$ cat config.mk
export PLATFORM = sky130hd
export DESIGN_NAME = knps_cell
export DESIGN_NICKNAME = d
export VERILOG_FILES = /design/src/design/knps_pkg.sv /design/src/design/knps_cell.sv
export SDC_FILE = /design/constraint.sdc
export NUM_CORES = 1
export LEC_CHECK = 0
export ABC_AREA = 1
export BUFFER_PORTS_ARGS = -buffer_cell sky130_fd_sc_hd__buf_4
export CELL_PAD_IN_SITES_DETAIL_PLACEMENT = 0
export CELL_PAD_IN_SITES_GLOBAL_PLACEMENT = 1
export CORE_UTILIZATION = 33
export CTS_CLUSTER_DIAMETER = 80
export DETAILED_ROUTE_END_ITERATION = 7
export GPL_ROUTABILITY_DRIVEN = 0
export PLACE_DENSITY_LB_ADDON = 0.1
export REMOVE_ABC_BUFFERS = 1
export SLEW_MARGIN = 20
export SYNTH_ARGS = -nofsm -noshare
export SYNTH_HDL_FRONTEND = slang
export SYNTH_SLANG_ARGS = --single-unit
$ cat constraint.sdc
create_clock -name clk -period 1.2 [get_ports clk]
set_input_delay 0.12 -clock clk [delete_from_list [all_inputs] [get_ports clk]]
set_output_delay 0.12 -clock clk [all_outputs]
set_load 0.02 [all_outputs]
$ cat src/design/knps_pkg.sv
// ----------------------------------------------------------------------------
// knps_pkg
// Shared types and codes for the k-nearest point search block.
// ----------------------------------------------------------------------------
package knps_pkg;

  // request opcodes
  localparam logic [1:0] OP_CLEAR = 2'd0;
  localparam logic [1:0] OP_LOAD  = 2'd1;
  localparam logic [1:0] OP_QUERY = 2'd2;

  // width of the neighbor count register
  localparam int NN_BITS  = 5;
  localparam logic [NN_BITS-1:0] NN_RESET = 5'd4;

  typedef enum logic [3:0] {
    ST_IDLE = 4'b0001,
    ST_SCAN = 4'b0010,
    ST_WAIT = 4'b0100,
    ST_EMIT = 4'b1000
  } state_t;

  // control that travels with a candidate down the chain
  typedef struct packed {
    logic valid;
    logic skip;
    logic last;
  } cand_ctl_t;

endpackage

$ cat src/design/knps_cell.sv
// ----------------------------------------------------------------------------
// knps_cell
// One slot of the picked list. Holds one picked position and marks any
// candidate passing through that matches it.
// ----------------------------------------------------------------------------
module knps_cell #(
  parameter int PW = 24
) (
  input  logic                clk,
  input  logic                rst,
  input  logic                pick_clr,
  input  logic                pick_we,
  input  logic [PW-1:0]       pick_pt,
  input  knps_pkg::cand_ctl_t cand_in,
  input  logic [PW-1:0]       pt_in,
  output knps_pkg::cand_ctl_t cand_out,
  output logic [PW-1:0]       pt_out
);

  logic          held_vld;
  logic [PW-1:0] held_pt;

  always_ff @(posedge clk) begin
    if (rst) begin
      held_vld       <= 1'b0;
      cand_out.valid <= 1'b0;
    end else begin
      cand_out.valid <= cand_in.valid;
      if (pick_clr) begin
        held_vld <= 1'b0;
      end else if (pick_we) begin
        held_vld <= 1'b1;
      end
    end
    if (pick_we) begin
      held_pt <= pick_pt;
    end
    cand_out.skip <= cand_in.skip | (held_vld && (held_pt == pt_in));
    cand_out.last <= cand_in.last;
    pt_out        <= pt_in;
  end

endmodule

* Word level (Yosys, flattened, before mapping) *
Index checks and enable logic that the tools add are counted.

word-level totals
  flip-flop bits (word level) = 52
  input bits = 55
  output and inout port bits = 27
  word-level logic and storage cells = 10

cells by class
  equal/unequal tests = 1
  bitwise operators = 1
  reduce and logical (&&, ||, !) cells = 2

operators by type and width
  cell                count
  == test 24 bit      1
  OR reduction 2 bit  1
  logical AND 1 bit   1
  bitwise OR 1 bit    1

* Logic depth before layout (Yosys ltp) *
  depth after elaboration = 3
  mapped depth = 8
  depth with buffers taken out = 8

* Worst setup path after synthesis *
No wires, ideal clock.

  path type = reg-to-reg
  from = register held_pt[18]
  to = register cand_out[1] (netlist bit)
  setup time = 58 ps
  arrival = 822 ps
  required time = 1142 ps
  setup slack = 320 ps
  stages on the path, launching flop included = 7
  path buffers = 0
  clock period less this slack = 880 ps
  path through = edfxtp_1 > xor2_1 > nor2_1 > nand2_1 > nor2_1 > nand3_1 > nand2_1

between the ends
  cells in the longest elaborated chain, start to end = 3

RTL lines
  item                      RTL line         text
  start: declaration        knps_cell.sv:21  logic [PW-1:0] held_pt;
  start signal: assignment  knps_cell.sv:36  held_pt <= pick_pt;
  == test 24 bit            knps_cell.sv:38  cand_out.skip <= cand_in.skip | (held_vld && (held_pt == pt_in));
  logical AND 1 bit         knps_cell.sv:38
  bitwise OR 1 bit          knps_cell.sv:38
  end: declaration          knps_cell.sv:16  output knps_pkg::cand_ctl_t cand_out,

Every way passes these cells.
A chain may end at the register's enable or synchronous reset.

* Final worst setup path *
  from = input port pt_in[23]
  to = register cand_out[1] (netlist bit)

between the ends
  cells in the longest elaborated chain, start to end = 3

RTL lines
  item                RTL line         text
  start: declaration  knps_cell.sv:15  input logic [PW-1:0] pt_in,
  == test 24 bit      knps_cell.sv:38
  logical AND 1 bit   knps_cell.sv:38
  bitwise OR 1 bit    knps_cell.sv:38

Every way passes these cells.

==> metrics.md <==
| Metric | Value |
|---|---|
| Met2 usage | `0.2606` |
| Cell Area, Placed | `2412 sq um` |
| Num Clock Sinks | `52` |
| Total power | `3.490 mW` |
| Die width | `~74 um` |
| Vias | `~1400` |
| FF-to-FF path depth | `7` |
| Final hold viol count | `0` |
| Final setup fails | `0` |
| # H-tree levels | `2` |
| Worst endpoint required time | `about 1.4 ns` |
| Slew HR | `0.7803` |
| Worst hold path depth | `3` |
| Setup tns final | `0 ns` |
| Core Area | `4880 sq um` |
| Most Used Layer, Global Route | `met2` |
| Total setup buffers inserted after CTS | `0` |
| Clock slew at reported path FFs | `about 0.090 ns` |
| Number of global-route vias before repair | `between 1000 and 1500` |
| Final Skew | `about 0.0044 ns` |
| Syn_area_per_cell | `roughly 11 sq um` |
| Final Critical Period | `about 1.1 ns` |
| R2R Path End | `cand_out[1]` |
| Worst Hold Path EP | `cand_out[2]` |
| Post-placement cell count | `304` |
| Clk buf depth | `2` |
| Design area | `approximately 3000 sq um` |
| Power density over the cells | `~1200 nW/um^2` |
| GR Util met3 | `0.05149` |
| Crit Path Max Fanout | `2` |
| Rows | `25` |
| Initial DRC count | `39` |
| Fillers | `about 440` |
| R2r startpoint | `held_pt[2]` |
| Mapped Cells | `156` |
| First-pass GRT wire length | `about 5700 um` |
| Final period utilization | `0.9207` |
| CTS tree | `yes` |
| Pre-Repair DR Iteration Count | `4` |
| Sequential share of the synthesized area | `0.7447` |
| Final slew viol count | `0` |
| R2R Setup Slk | `0.15 ns` |
| Worst Setup Start Kind | `input port` |
| Library cells used by synthesis | `12` |
| I/O Buffers | `81` |
| DP HPWL | `approximately 2400 um` |
| Post-route DRC | `0` |
| Gr usage total | `0.1438` |
| Non-filler cells in the finished layout | `about 360` |
| ANT cells | `0` |
| Measured slew at the worst slew-check pin | `approximately 0.33 ns` |
| Status | `finished clean` |
| Worst-Skew Late Latency | `0.29 ns` |
| Cell area after synthesis | `1720 sq um` |
| DIE HEIGHT | `74.21 um` |
| CTS buffer count | `5` |
| Final worst slack | `about 0.095 ns` |
| Post-Route WL | `3646 um` |
| Critical path endpoint category | `flop` |
| Worst Hold Launch | `cand_in[2]` |
| Layout overhead on the synthesized area | `73.67%` |
| Worst EP arrival | `around 1.4 ns` |
| Initial core utilization | `0.3526` |
| Met1 Use GR | `0.1509` |
| Multi-input logic area | `344.1 sq um` |
| Maximum vdd drop | `slightly above 0.0007 V` |
| Initial antenna violation count | `0` |
| Max Cap Violations | `0` |
| Grt ovf | `0` |
| HP Class | `input port to flop` |
| Register area | `approximately 1300 sq um` |
| Final ANT Viol Nets | `0` |
| Clock root buffer | `clkbuf_8` |
| Place WS | `approximately 0.13 ns` |
| Largest net degree at the start of global routing | `26` |
| Synthesis Warnings | `0` |
| RSZ-0062 raised after global routing | `no` |
| Synth Register Bits | `between 50 and 60` |
| Nets@finish | `346` |
| Routed vias/inst | `just under 4` |
| Share of layout cells above drive strength 1 | `0.2911` |
| Leak | `between 1 and 1.5 nW` |
| Drt wl/cell | `roughly 10 um` |
| WS Path Type | `input port to flop` |
| Ports | `82` |
| Fmax | `between 900 and 1000 MHz` |
| Die ar. | `around 5500 sq um` |
## cells by family (layout without fill, tap and decap cells)
kind of cell              after synthesis  count (layout)  share of synthesized area
AOI/OAI and AO/OA                       8               8                    0.02473
xor gates and xnor gates                6               6                    0.03055
buffers and inverters                  28             164                    0.06109
DFF                                    52              52                     0.7447
and+or+nand+nor                        62              62                     0.1389
## sequential cells by signal, summed over array words and instances, names as in the netlist
name and count:
held_pt 24, pt_out 24, cand_out 3, held_vld 1
## worst max-delay path by stage
stage / from / to / slack (ns) / cells after the start
6_report: pt_in[23] / cand_out[1] / 0.1 / 8
5_1_grt: pt_in[11] / cand_out[1] / 0.001 / 9
4_1_cts: pt_in[9] / cand_out[1] / 0.01 / 9
3_5_place_dp: held_pt[7] / cand_out[1] / 0.13 / 7
3_3_place_gp: held_pt[4] / cand_out[1] / 0.14 / 7
2_1_floorplan: held_pt[18] / cand_out[1] / 0.32 / 6
## power by group
part	internal [mW]	total [mW]	switching, mW
clock network	0.407	0.922	0.515
logic	0.328	0.557	0.229
registers	1.97	2.01	0.0367
total	2.71	3.49	0.780
## synth_stat cells
cell type | n | area, sq um
nor3_1 | 1 | 5.000
o21ai_1 | 1 | 5.000
nor2_1 | 22 | 82.58
xnor2_1 | 3 | 26.28
nand3_1 | 4 | 20.02
xor2_1 | 3 | 26.28
dfxtp_1 | 28 | 560.5
a21boi_0 | 1 | 7.510
edfxtp_1 | 24 | 720.7
nand2_1 | 35 | 131.4
o21ai_0 | 6 | 30.03
inv_1 | 28 | 105.1
## area by class of cell
class	instances	area share
tap	67	0.02806
clock buffer	7	0.02554
clock inverter	1	0.001256
sequential	52	0.4288
inverter	28	0.03518
multi-input combinational	76	0.1152
timing repair buffer	128	0.3660
## metrics by stage
stage               utilization  hold slack [ns]
floorplan                     -           0.1477
global placement         0.4944           0.2252
detailed placement       0.4944           0.2263
CTS                      0.6174          0.03197
global route             0.6123          0.05588
finish                   0.6123          0.04496
## cell usage in the layout, fill, tap and decap left out, types with 3 or more instances in the layout
master and n:
xnor2_1 3, nand3_1 4, clkbuf_8 5, nor2_2 3
nand2_1 34, dlygate4sd3_1 51, xor2_1 3, o21ai_0 6
buf_4 76, inv_1 28, edfxtp_1 24, nor2_1 19
dfxtp_1 28
## routing by layer
| metal | part of all wire | vias up |
|---|---|---|
| met1 | 0.38 | 616 |
| met3 | 0.066 | 6 |
| met2 | 0.53 | 48 |
| met5 | 0 | - |
| met4 | 0.014 | 0 |
| li1 | - | 748 |
## timing repair
action | CTS | global route
hold buffers | 52 | 0
gates resized for setup | 0 | 5
hold endpoints to repair | 52 | 0
setup endpoints to repair | 0 | 1
## critical path, cell delays in order
cell and delay (ns):
dlygate4sd3_1 0.54, buf_4 0.11, inv_1 0.04, a21boi_0 0.16
nand3_1 0.11, nor2_1 0.12, nand3_1 0.09, nand2_1 0.06
Power figures use the tool's default switching activity.
