## src/design/knps_pkg.sv

```systemverilog
// ----------------------------------------------------------------------------
// knps_pkg
// Shared types and codes for the k-nearest point search block.
// ----------------------------------------------------------------------------
package knps_pkg;

  // request opcodes
  localparam logic [1:0] OP_CLEAR = 2'd0;
  localparam logic [1:0] OP_LOAD  = 2'd1;
  localparam logic [1:0] OP_QUERY = 2'd2;

  // width of the neighbor count register
  localparam int NN_BITS  = 5;
  localparam logic [NN_BITS-1:0] NN_RESET = 5'd4;

  typedef enum logic [3:0] {
    ST_IDLE = 4'b0001,
    ST_SCAN = 4'b0010,
    ST_WAIT = 4'b0100,
    ST_EMIT = 4'b1000
  } state_t;

  // control that travels with a candidate down the chain
  typedef struct packed {
    logic valid;
    logic skip;
    logic last;
  } cand_ctl_t;

endpackage

```

## src/design/knps_dist.sv

```systemverilog
// ----------------------------------------------------------------------------
// knps_dist
// Three-stage squared distance: abs differences, squares, sum.
// ----------------------------------------------------------------------------
module knps_dist #(
  parameter int CB = 12
) (
  input  logic                 clk,
  input  logic                 rst,
  input  logic [2*CB-1:0]      q,
  input  knps_pkg::cand_ctl_t  ctl_in,
  input  logic [2*CB-1:0]      pt_in,
  output knps_pkg::cand_ctl_t  ctl_out,
  output logic [2*CB-1:0]      pt_out,
  output logic [2*CB:0]        d_sq
);

  knps_pkg::cand_ctl_t ctl_s1, ctl_s2;
  logic [2*CB-1:0]     pt_s1, pt_s2;
  logic [CB-1:0]       dx, dy;
  logic [2*CB-1:0]     sqx, sqy;
  logic [CB-1:0]       ax, ay, bx, by;

  assign ax = pt_in[CB-1:0];
  assign ay = pt_in[2*CB-1:CB];
  assign bx = q[CB-1:0];
  assign by = q[2*CB-1:CB];

  always_ff @(posedge clk) begin
    if (rst) begin
      ctl_s1.valid  <= 1'b0;
      ctl_s2.valid  <= 1'b0;
      ctl_out.valid <= 1'b0;
    end else begin
      ctl_s1.valid  <= ctl_in.valid;
      ctl_s2.valid  <= ctl_s1.valid;
      ctl_out.valid <= ctl_s2.valid;
    end

    dx           <= (ax > bx) ? ax - bx : bx - ax;
    dy           <= (ay > by) ? ay - by : by - ay;
    ctl_s1.skip  <= ctl_in.skip;
    ctl_s1.last  <= ctl_in.last;
    pt_s1        <= pt_in;

    sqx          <= (2*CB)'(dx) * (2*CB)'(dx);
    sqy          <= (2*CB)'(dy) * (2*CB)'(dy);
    ctl_s2.skip  <= ctl_s1.skip;
    ctl_s2.last  <= ctl_s1.last;
    pt_s2        <= pt_s1;

    d_sq         <= (2*CB+1)'(sqx) + (2*CB+1)'(sqy);
    ctl_out.skip <= ctl_s2.skip;
    ctl_out.last <= ctl_s2.last;
    pt_out       <= pt_s2;
  end

endmodule

```

## config.mk

```make
export PLATFORM = sky130hd
export DESIGN_NAME = knps_dist
export DESIGN_NICKNAME = d
export VERILOG_FILES = /design/src/design/knps_pkg.sv /design/src/design/knps_dist.sv
export SDC_FILE = /design/constraint.sdc
export NUM_CORES = 1
export LEC_CHECK = 0
export BUFFER_PORTS_ARGS = -buffer_cell sky130_fd_sc_hd__buf_2
export CAP_MARGIN = 5
export CORE_ASPECT_RATIO = 1.5
export CORE_MARGIN = 2
export CORE_UTILIZATION = 53
export CTS_CLUSTER_DIAMETER = 40
export DETAILED_ROUTE_END_ITERATION = 10
export PLACE_DENSITY_LB_ADDON = 0.08
export SLEW_MARGIN = 20
export SYNTH_ARGS = -nofsm -noshare
export SYNTH_HDL_FRONTEND = slang
export SYNTH_SLANG_ARGS = --single-unit
```

## constraint.sdc

```tcl
create_clock -name clk -period 10.1 [get_ports clk]
set_clock_uncertainty 0.15 [all_clocks]
set_input_delay 0.505 -clock clk [delete_from_list [all_inputs] [get_ports clk]]
set_output_delay 0.505 -clock clk [all_outputs]
set_load 0.05 [all_outputs]
```

# == Word level (Yosys, flattened, before mapping) ==
# Index checks and enable logic that the tools add are counted.
# W data, S select, Z words.
# word_totals
reg_bits,178
input_bits,53
output_inout_bits,52
wordCells,28
# classes
n_addsub,5
n_mul,2
magnitude_cmp,2
muxes,2
# ops
op,n
$mul A12 B12 Y24,2
$sub A12 B12 Y12,4
$add A24 B24 Y25,1
$gt A12 B12 Y1,2
$mux W12,2

# == Longest topological paths before layout ==
# Gate-level depths: netlist of run 1.
# depth
ltp_word,2
ltp_mapped,22
ltp_nobuf,21

# == Least setup slack after synthesis of run 1 ==
# Ideal clock, no wire load.
# synth_timing
path_kind,register to register
from,register dx[8]
to,register sqx[20]
setup_time_ns,0.124
arrival_ns,5.056
required_ns,9.826
path_slack_ns,4.770
path_stages_with_launch,23
path_buffers,1
period_less_slack_ns,5.330
path_cell_list,dfxtp_1 -> clkbuf_1 -> inv_1 -> nor2_1 -> inv_1 -> fa_1 -> inv_1 -> ha_1 -> a21oi_1 -> fa_1 -> inv_1 -> fa_1 -> inv_1 -> fa_1 -> inv_1 -> ha_1 -> a21o_1 -> a21o_1 -> a21oi_1 -> o21ai_0 -> nor3_2 -> mux2i_1 -> a2111o_1
# synth_via
elab_chain_cells,1
# synth_rtl
element,line_no,source
start: declaration,knps_dist.sv:20,"logic [CB-1:0] dx, dy;"
start signal: assignment,knps_dist.sv:40,dx <= (ax > bx) ? ax - bx : bx - ax;
$mul A12 B12 Y24,knps_dist.sv:46,sqx <= (2*CB)'(dx) * (2*CB)'(dx);
end signal: assignment,knps_dist.sv:46,
end: declaration,knps_dist.sv:21,"logic [2*CB-1:0] sqx, sqy;"
# Every way passes these cells.
# A chain may end at the register's enable or synchronous reset.

# == Final worst setup path of run 1 ==
# Ends and elaborated chain as after synthesis.

==> results of run 1 <==
## state kept, by name, summed over array words and instances (netlist names), 12 cells and up
register  cells
pt_s2        24
sqy          23
pt_s1        24
pt_out       24
dx           12
d_sq         25
sqx          23
dy           12
## cell families after synthesis
logic type | after synthesis | share of synthesized area, %
DFF | 176 | 24.0
and+or+nand+nor | 371 | 13.4
adders and majority gates | 347 | 37.8
xor gates and xnor gates | 74 | 4.41
buffers and inverters | 373 | 9.75
muxes | 10 | 0.698
AOI/OAI and AO/OA | 220 | 10.0
## path summary, 6_finish.rpt
check,end,slack (ps),cells after the start
max,sqx[20]$_DFF_P_,4340,21
min,ctl_s1[1]$_DFF_P_,20,1
max reg2reg,sqx[20]$_DFF_P_,4340,21
min reg2reg,pt_s2[12]$_DFF_P_,180,0
## per-layer routing
layer | vias up | track usage (%)
li1 | 5147 | -
met1 | 4988 | 23.2
met2 | 157 | 39.2
met3 | 30 | 3.13
met4 | 0 | 6.51
met5 | - | 0
## stage by stage
step                instance area [um2]  setup WS, ps
finish                            16100          4340
global route                      16100          4000
CTS                               16100          4330
detailed placement                15500          4360
global placement                  15500          4450
floorplan                         14700          4770
## synth_stat cells (4+ instances only)
master                      count  area share, %
sky130_fd_sc_hd__o21bai_1       8           0.41
sky130_fd_sc_hd__buf_2         10           0.34
sky130_fd_sc_hd__o21ai_0       38            1.3
sky130_fd_sc_hd__nor2b_1       22           0.94
sky130_fd_sc_hd__nand3_1       15           0.51
sky130_fd_sc_hd__nor4b_1        6           0.36
sky130_fd_sc_hd__xor2_1        24            1.4
sky130_fd_sc_hd__and2_1        87            3.7
sky130_fd_sc_hd__o21ai_1        5           0.17
sky130_fd_sc_hd__o2111ai_1      4           0.24
sky130_fd_sc_hd__o21a_1        15           0.77
sky130_fd_sc_hd__and3_1        11           0.47
sky130_fd_sc_hd__a211oi_1      13           0.66
sky130_fd_sc_hd__nor4_1         4           0.17
sky130_fd_sc_hd__fa_1         162             22
sky130_fd_sc_hd__nand2_1       92            2.3
sky130_fd_sc_hd__nand3b_1       4           0.20
sky130_fd_sc_hd__xnor2_1       50            3.0
sky130_fd_sc_hd__ha_1         185             16
sky130_fd_sc_hd__clkbuf_1      29           0.74
sky130_fd_sc_hd__a21o_1        20            1.0
sky130_fd_sc_hd__nor3b_1        5           0.26
sky130_fd_sc_hd__or2_2         11           0.47
sky130_fd_sc_hd__dfxtp_1      176             24
sky130_fd_sc_hd__a31o_2         4           0.24
sky130_fd_sc_hd__or3_1          8           0.34
sky130_fd_sc_hd__nand4_1        8           0.34
sky130_fd_sc_hd__nor2_1        52            1.3
sky130_fd_sc_hd__mux2i_1        8           0.54
sky130_fd_sc_hd__a21oi_1       63            2.1
sky130_fd_sc_hd__nor3_1        27           0.92
sky130_fd_sc_hd__inv_1        328            8.4
sky130_fd_sc_hd__a31oi_1        5           0.21
sky130_fd_sc_hd__nand2b_1      11           0.47
## layout make-up
type                       count  area share, %
clock inverter                14           1.27
multi-input combinational   1022           60.5
tap                          342           2.66
sequential                   176           21.9
clock buffer                  18           2.66
inverter                     328           7.64
timing repair buffer         107           3.39
## worst max-delay path, stage by stage (launching register included)
cell,delay (ps)
sky130_fd_sc_hd__dfxtp_1,580
sky130_fd_sc_hd__inv_1,190
sky130_fd_sc_hd__nor2_1,210
sky130_fd_sc_hd__inv_1,100
sky130_fd_sc_hd__fa_1,550
sky130_fd_sc_hd__inv_1,70
sky130_fd_sc_hd__ha_1,280
sky130_fd_sc_hd__a21oi_1,80
sky130_fd_sc_hd__fa_1,530
sky130_fd_sc_hd__inv_1,50
sky130_fd_sc_hd__fa_1,520
sky130_fd_sc_hd__inv_1,50
sky130_fd_sc_hd__fa_1,470
sky130_fd_sc_hd__inv_1,40
sky130_fd_sc_hd__ha_1,350
sky130_fd_sc_hd__a21o_1,180
sky130_fd_sc_hd__a21o_1,160
sky130_fd_sc_hd__a21oi_1,120
sky130_fd_sc_hd__o21ai_0,100
sky130_fd_sc_hd__nor3_2,330
sky130_fd_sc_hd__mux2i_1,120
sky130_fd_sc_hd__a2111o_1,390
==> implementation parameters, run 1 <==
Parameter                              Value

Run status
  Run status    finished with violations
  Violations in the final reports    DRC

CTS
  CTS tree    built
  Maximum buffer depth of the clock tree    2
  Clock root buffer master    sky130_fd_sc_hd__clkbuf_16
  Maximum level of the CTS H-tree    4
  Number of gates resized after CTS    0
  Number of hold-repair buffers added at the cts stage    1
  Number of buffers added by the clock tree synthesis step    17
  Clk_lat worst skew    around 450 ps
  Clock edge transition at the registers on the reported setup and hold paths    roughly 70 ps
  CTS sink cnt    176
  Buffers inserted by post-CTS timing repair    0

Cells and area
  Final Util    59.0%
  Layout Area Growth over Synthesis    9.55%
  Number of nets in the final layout    2,052
  Most frequent cells in the layout    sky130_fd_sc_hd__inv_1 (328), sky130_fd_sc_hd__ha_1 (185), sky130_fd_sc_hd__dfxtp_1 (176)
  Most common cell after layout, fill and taps aside    sky130_fd_sc_hd__inv_1
  Number of antenna cells inserted    0
  Register area    3520 um2
  Area of combinational cells with multiple inputs    9750 um2
  Fill cell count    2,427
  Non-filler cells, final    2,007
  Fraction of final layout cells sized beyond drive strength 1    10.2%

Route
  Number of remaining DRC errors    7
  Met2 wire length    15,300 um
  Per-cell routed wire length    14.1 um
  Total met3 wirelength after detailed routing    860 um
  Total via count after detailed routing    10,300
  Iter 0 DRT Violations    roughly 340
  Top routing layer in use    met4
  Final antenna-violating net count    0
  Metal1 wirelength    around 12,000 um
  Average via count per standard cell    5.14
  Routed wire length    28,200 um
  Drt first pass iters    10

Place
  Cell Count Post-Placement    1,974
  Count of port buffers added during placement    104
  Final Wtd Congestion    0.860
  Half-perimeter wire length of the detailed placement result    23,500 um

Logic synthesis
  Number of register bits inferred by synthesis    between 150 and 200
  Async SR Flop Fraction    0%
  Synthesized Nets    1,971
  Combined area of all synthesized cells    roughly 15,000 um2
  Yosys warning count    0
  Sequential element share of the synthesized area    24.0%
  Number of enable-type register cells in the synthesized netlist    0
  Most used flip-flop cell after synthesis    sky130_fd_sc_hd__dfxtp_1
  Synthesized area divided by synthesized cell count    9.36 um2
  Post-synthesis instance total    1,571
  Number of unique standard cell types used by synthesis    70

Critical path
  CP endpoint kind    flop
  Launch instance of the worst register-to-register path    dx[8]$_DFF_P_
  Worst endpoint required time    10,270 ps
  Arrival time at the worst endpoint    5930 ps
  Worst setup path class    reg -> reg
  Critical path launch point    dx[8]$_DFF_P_
  Crit path launch type    flop
  Critical path peak fanout    10

Floorplan
  Initial Util    between 50% and 60%
  Top Ports    105
  Die height    208 um
  Width of the die    ~140 um
  Site row count    74
  DIE AREA    around 29,000 um2
  Core footprint    27,300 um2

STA
  Relative slew slack    between 40% and 50%
  Maximum clock frequency    ~170 MHz
  Hold violation total from the final report    0
  Final slew viol count    0
  Finish-stage setup viols    0
  Actual transition at the worst max-transition pin    between 800 and 900 ps
  Final TNS setup    0 ps
  Setup repair after global routing missed its margin    no
  Min Hold Slack    approximately 22 ps
  Final critical-path share of the clock period    57.0%
  Clock period minus final worst setup slack    between 5000 and 6000 ps

Hold path
  HP Start    ctl_in[1]
  Hold WC Path Type    in -> reg

GRT
  First-pass GRT wire length    48,700 um
  Global routing usage summed across all routing layers    20.5%
  Antenna violations before repair    0
  Overall overflow remaining after global route    0
  Pin count of the biggest net entering global routing    18
  Via count of the first global-routing pass    approximately 11,000

Job
  Number of maximum-capacitance constraint violations    0
Power of run 1 is not shown: default switching activity piles up to over one toggle a cycle in this logic, so the estimate is an artifact.
==> run 2, diff against run 1 <==
clock period = 4.9 ns   (was 10.1 ns; I/O delays follow)
==> run 2 against run 1 <==
- the flow finishes with violations (DRC, setup timing)
- via count increased by 5.4%
- first-iteration DRC count decreased by 4.7%
- worst setup slack got worse by 4400 ps
- critical path depth decreased by 4
- sequential cell count unchanged
- global-route usage increased by 0.59 points
- core utilization increased by 5.8 points
- fmax increased by 17%
- sequential share of layout area decreased by 1.6 points
- register-to-register slack got worse by 4400 ps
- routed wire length increased by 4.4%
- cell count increased by 6.9%
- critical path type unchanged
- highest routed layer unchanged
==> implementation parameters, run 2 (synthesized netlist as in run 1, its figures left out) <==
Parameter                              Value

Floorplan
  Initial Util    53.8% (unchanged)
  Core footprint    27,300 um2 (unchanged)
  Width of the die    140 um (unchanged)
  DIE AREA    29,100 um2 (unchanged)
  Top Ports    105 (unchanged)
  Die height    208 um (unchanged)
  Site row count    74 (unchanged)

Critical path
  Most used cell, CP    sky130_fd_sc_hd__fa_1
  Launch instance of the worst register-to-register path    dy[3]$_DFF_P_
  Capture point of the worst reg-to-reg path    sqy[20]$_DFF_P_
  Arrival time at the worst endpoint    5080 ps (-850 ps)
  Worst endpoint required time    5070 ps (-5200 ps)
  Delay contributed by the slowest stage of the critical path    530 ps (-50 ps)
  Crit path launch type    flop
  Worst setup path class    reg -> reg
  Critical path peak fanout    7 (-3)
  Length in cells of the worst reg-to-reg path    17 (-19%)
  CP endpoint kind    flop
  Slowest library cell on the worst path    sky130_fd_sc_hd__fa_1
  Worst reg-to-reg setup slack    -10 ps (-4360 ps)
  List of cells traversed by the critical path    buf_6 > and2_4 > fa_1 > fa_1 > fa_2 > fa_1 > inv_2 > fa_2 > inv_2 > ha_4 > and3_4 > a221o_1 > a21oi_2 > nand2_2 > a31oi_4 > mux2i_1 > o2111ai_1

GRT
  Pin count of the biggest net entering global routing    18 (unchanged)
  First-pass GRT wire length    50,400 um (+3.5%)
  Antenna violations before repair    0 (unchanged)
  Global routing usage summed across all routing layers    21.1% (+0.59 points)
  Overall overflow remaining after global route    0 (unchanged)
  Via count of the first global-routing pass    11,200 (+5.4%)

Route
  Average via count per standard cell    5.07 (-1.4%)
  Per-cell routed wire length    13.7 um (-2.4%)
  Final antenna-violating net count    0 (unchanged)
  Iter 0 DRT Violations    321 (-4.7%)
  Total via count after detailed routing    10,900 (+5.4%)
  Routed wire length    29,500 um (+4.4%)
  Number of remaining DRC errors    5 (-2)
  Drt first pass iters    9 (-1)

Cells and area
  Number of nets in the final layout    2,193 (+6.9%)
  Number of antenna cells inserted    0 (unchanged)
  Largest register FFs    25 (unchanged)
  Most frequent cells in the layout    sky130_fd_sc_hd__inv_1 (308), sky130_fd_sc_hd__ha_1 (170), sky130_fd_sc_hd__dfxtp_1 (154)
  Most common cell after layout, fill and taps aside    sky130_fd_sc_hd__inv_1
  Final Util    64.8% (+5.8 points)
  Layout Area Growth over Synthesis    20.3%
  Post-route standard cell area excluding fillers    17,700 um2 (+9.8%)
  Non-filler cells, final    2,146 (+6.9%)
  Fraction of final layout cells sized beyond drive strength 1    22.0% (+12 points)
  Biggest register    d_sq

STA
  Setup repair after global routing missed its margin    yes
  Actual transition at the worst max-transition pin    533 ps (-318 ps)
  Final critical-path share of the clock period    100% (+43 points)
  Hold violation total from the final report    0 (unchanged)
  Maximum clock frequency    203 MHz (+17%)
  Final critical-path setup slack    -14.2 ps (-4360 ps)
  Finish-stage setup viols    1 (+1)
  Relative slew slack    63.5% (+21 points)
  Clock period minus final worst setup slack    4910 ps (-842 ps)
  Final slew viol count    0 (unchanged)

Place
  Count of port buffers added during placement    104 (unchanged)
  Area post-placement    16,400 um2 (+6.1%)
  Cell Count Post-Placement    2,082 (+5.5%)
  Final Wtd Congestion    0.857 (-0.33%)
  Half-perimeter wire length of the detailed placement result    24,500 um (+4.6%)

CTS
  Clock root buffer master    sky130_fd_sc_hd__clkbuf_16
  CTS tree    built
  Maximum buffer depth of the clock tree    2 (unchanged)
  Clock edge transition at the registers on the reported setup and hold paths    60 ps (about the same)
  CTS sink cnt    176 (unchanged)
  Maximum level of the CTS H-tree    4 (unchanged)
  Clk_lat worst skew    450 ps (about the same)
  Number of buffers added by the clock tree synthesis step    17 (unchanged)

Hold path
  Hold Crit Depth    3 (+2)
  Endpoint with the worst hold slack    dy[1]$_DFF_P_
  HP Start    q[13]
  Hold WC Path Type    in -> reg

Run status
  Run status    finished with violations
  Violations in the final reports    DRC, setup timing

Job
  Number of maximum-capacitance constraint violations    0 (unchanged)
-- run 2: changes by cell type in the layout (fill, tap and decap cells not counted), moves of 9 or more --
cell	change
sky130_fd_sc_hd__buf_4	+110
sky130_fd_sc_hd__dlygate4sd3_1	+27
sky130_fd_sc_hd__dfxtp_1	-22
sky130_fd_sc_hd__inv_1	-20
sky130_fd_sc_hd__inv_2	+18
sky130_fd_sc_hd__dfxtp_4	+15
sky130_fd_sc_hd__ha_1	-15
sky130_fd_sc_hd__ha_4	+13
sky130_fd_sc_hd__fa_1	-9
sky130_fd_sc_hd__fa_2	+9
-- run 2: final cells by class --
cell class / instances / area, um2
flip-flops and latches: 176 / 3590
fillers: 2309 / 9620
well taps: 342 / 428
repair buffers: 248 / 1690
clock inverters: 12 / 134
multi-input cells: 1022 / 10200
inverters: 328 / 1240
clock buffers: 18 / 429
-- run 2: repair_timing --
item / CTS / global route
resized for setup: 41 / 77
setup buffers: 1 / 5
endpoints found under the setup margin: 15 / 19
hold endpoints to repair: 30 / 0
hold buffers: 28 / 0
pin swaps: 16 / 40
-- run 2: how the worst max path moves through the flow --
stage / cells past startpoint / slack (ps) / from / to
finish: 17 / -10 / dy[3]$_DFF_P_ / sqy[20]$_DFF_P_
global route: 19 / -170 / dy[6]$_DFF_P_ / sqy[20]$_DFF_P_
CTS: 17 / -40 / dy[8]$_DFF_P_ / sqy[20]$_DFF_P_
detailed placement: 18 / -150 / dy[5]$_DFF_P_ / sqy[23]$_DFF_P_
global placement: 16 / -80 / dy[8]$_DFF_P_ / sqy[23]$_DFF_P_
floorplan: 20 / -5 / dx[9]$_DFF_P_ / sqx[20]$_DFF_P_
-- run 2: per-layer routing --
| layer | share of wire (%) | track usage [%] |
|---|---|---|
| met1 | 40 | 23.3 |
| met2 | 54 | 40.3 |
| met3 | 3.0 | 3.31 |
| met4 | 2.9 | 8.19 |
| met5 | 0 | 0 |
-- run 2: per-stage QoR --
stage | setup WS [ps] | hold WS [ps] | setup TNS [ps]
after floorplan | -4.69 | 123 | -4.69
after global placement | -78.3 | 160 | -388
after detailed placement | -147 | 162 | -1120
after CTS | -37.4 | 29.5 | -63.7
after global routing | -175 | 60.2 | -1100
final | -14.2 | 35.3 | -14.2
-- run 2: critical path, delay by kind of cell (launching register included) --
family	cells	cell delay, ps
muxes	1	200
buffers and inverters	3	200
and+or+nand+nor	3	380
AOI/OAI and AO/OA	4	780
DFF	1	370
adders and majority gates	6	2680
Power of run 2 is left out for the same reason.
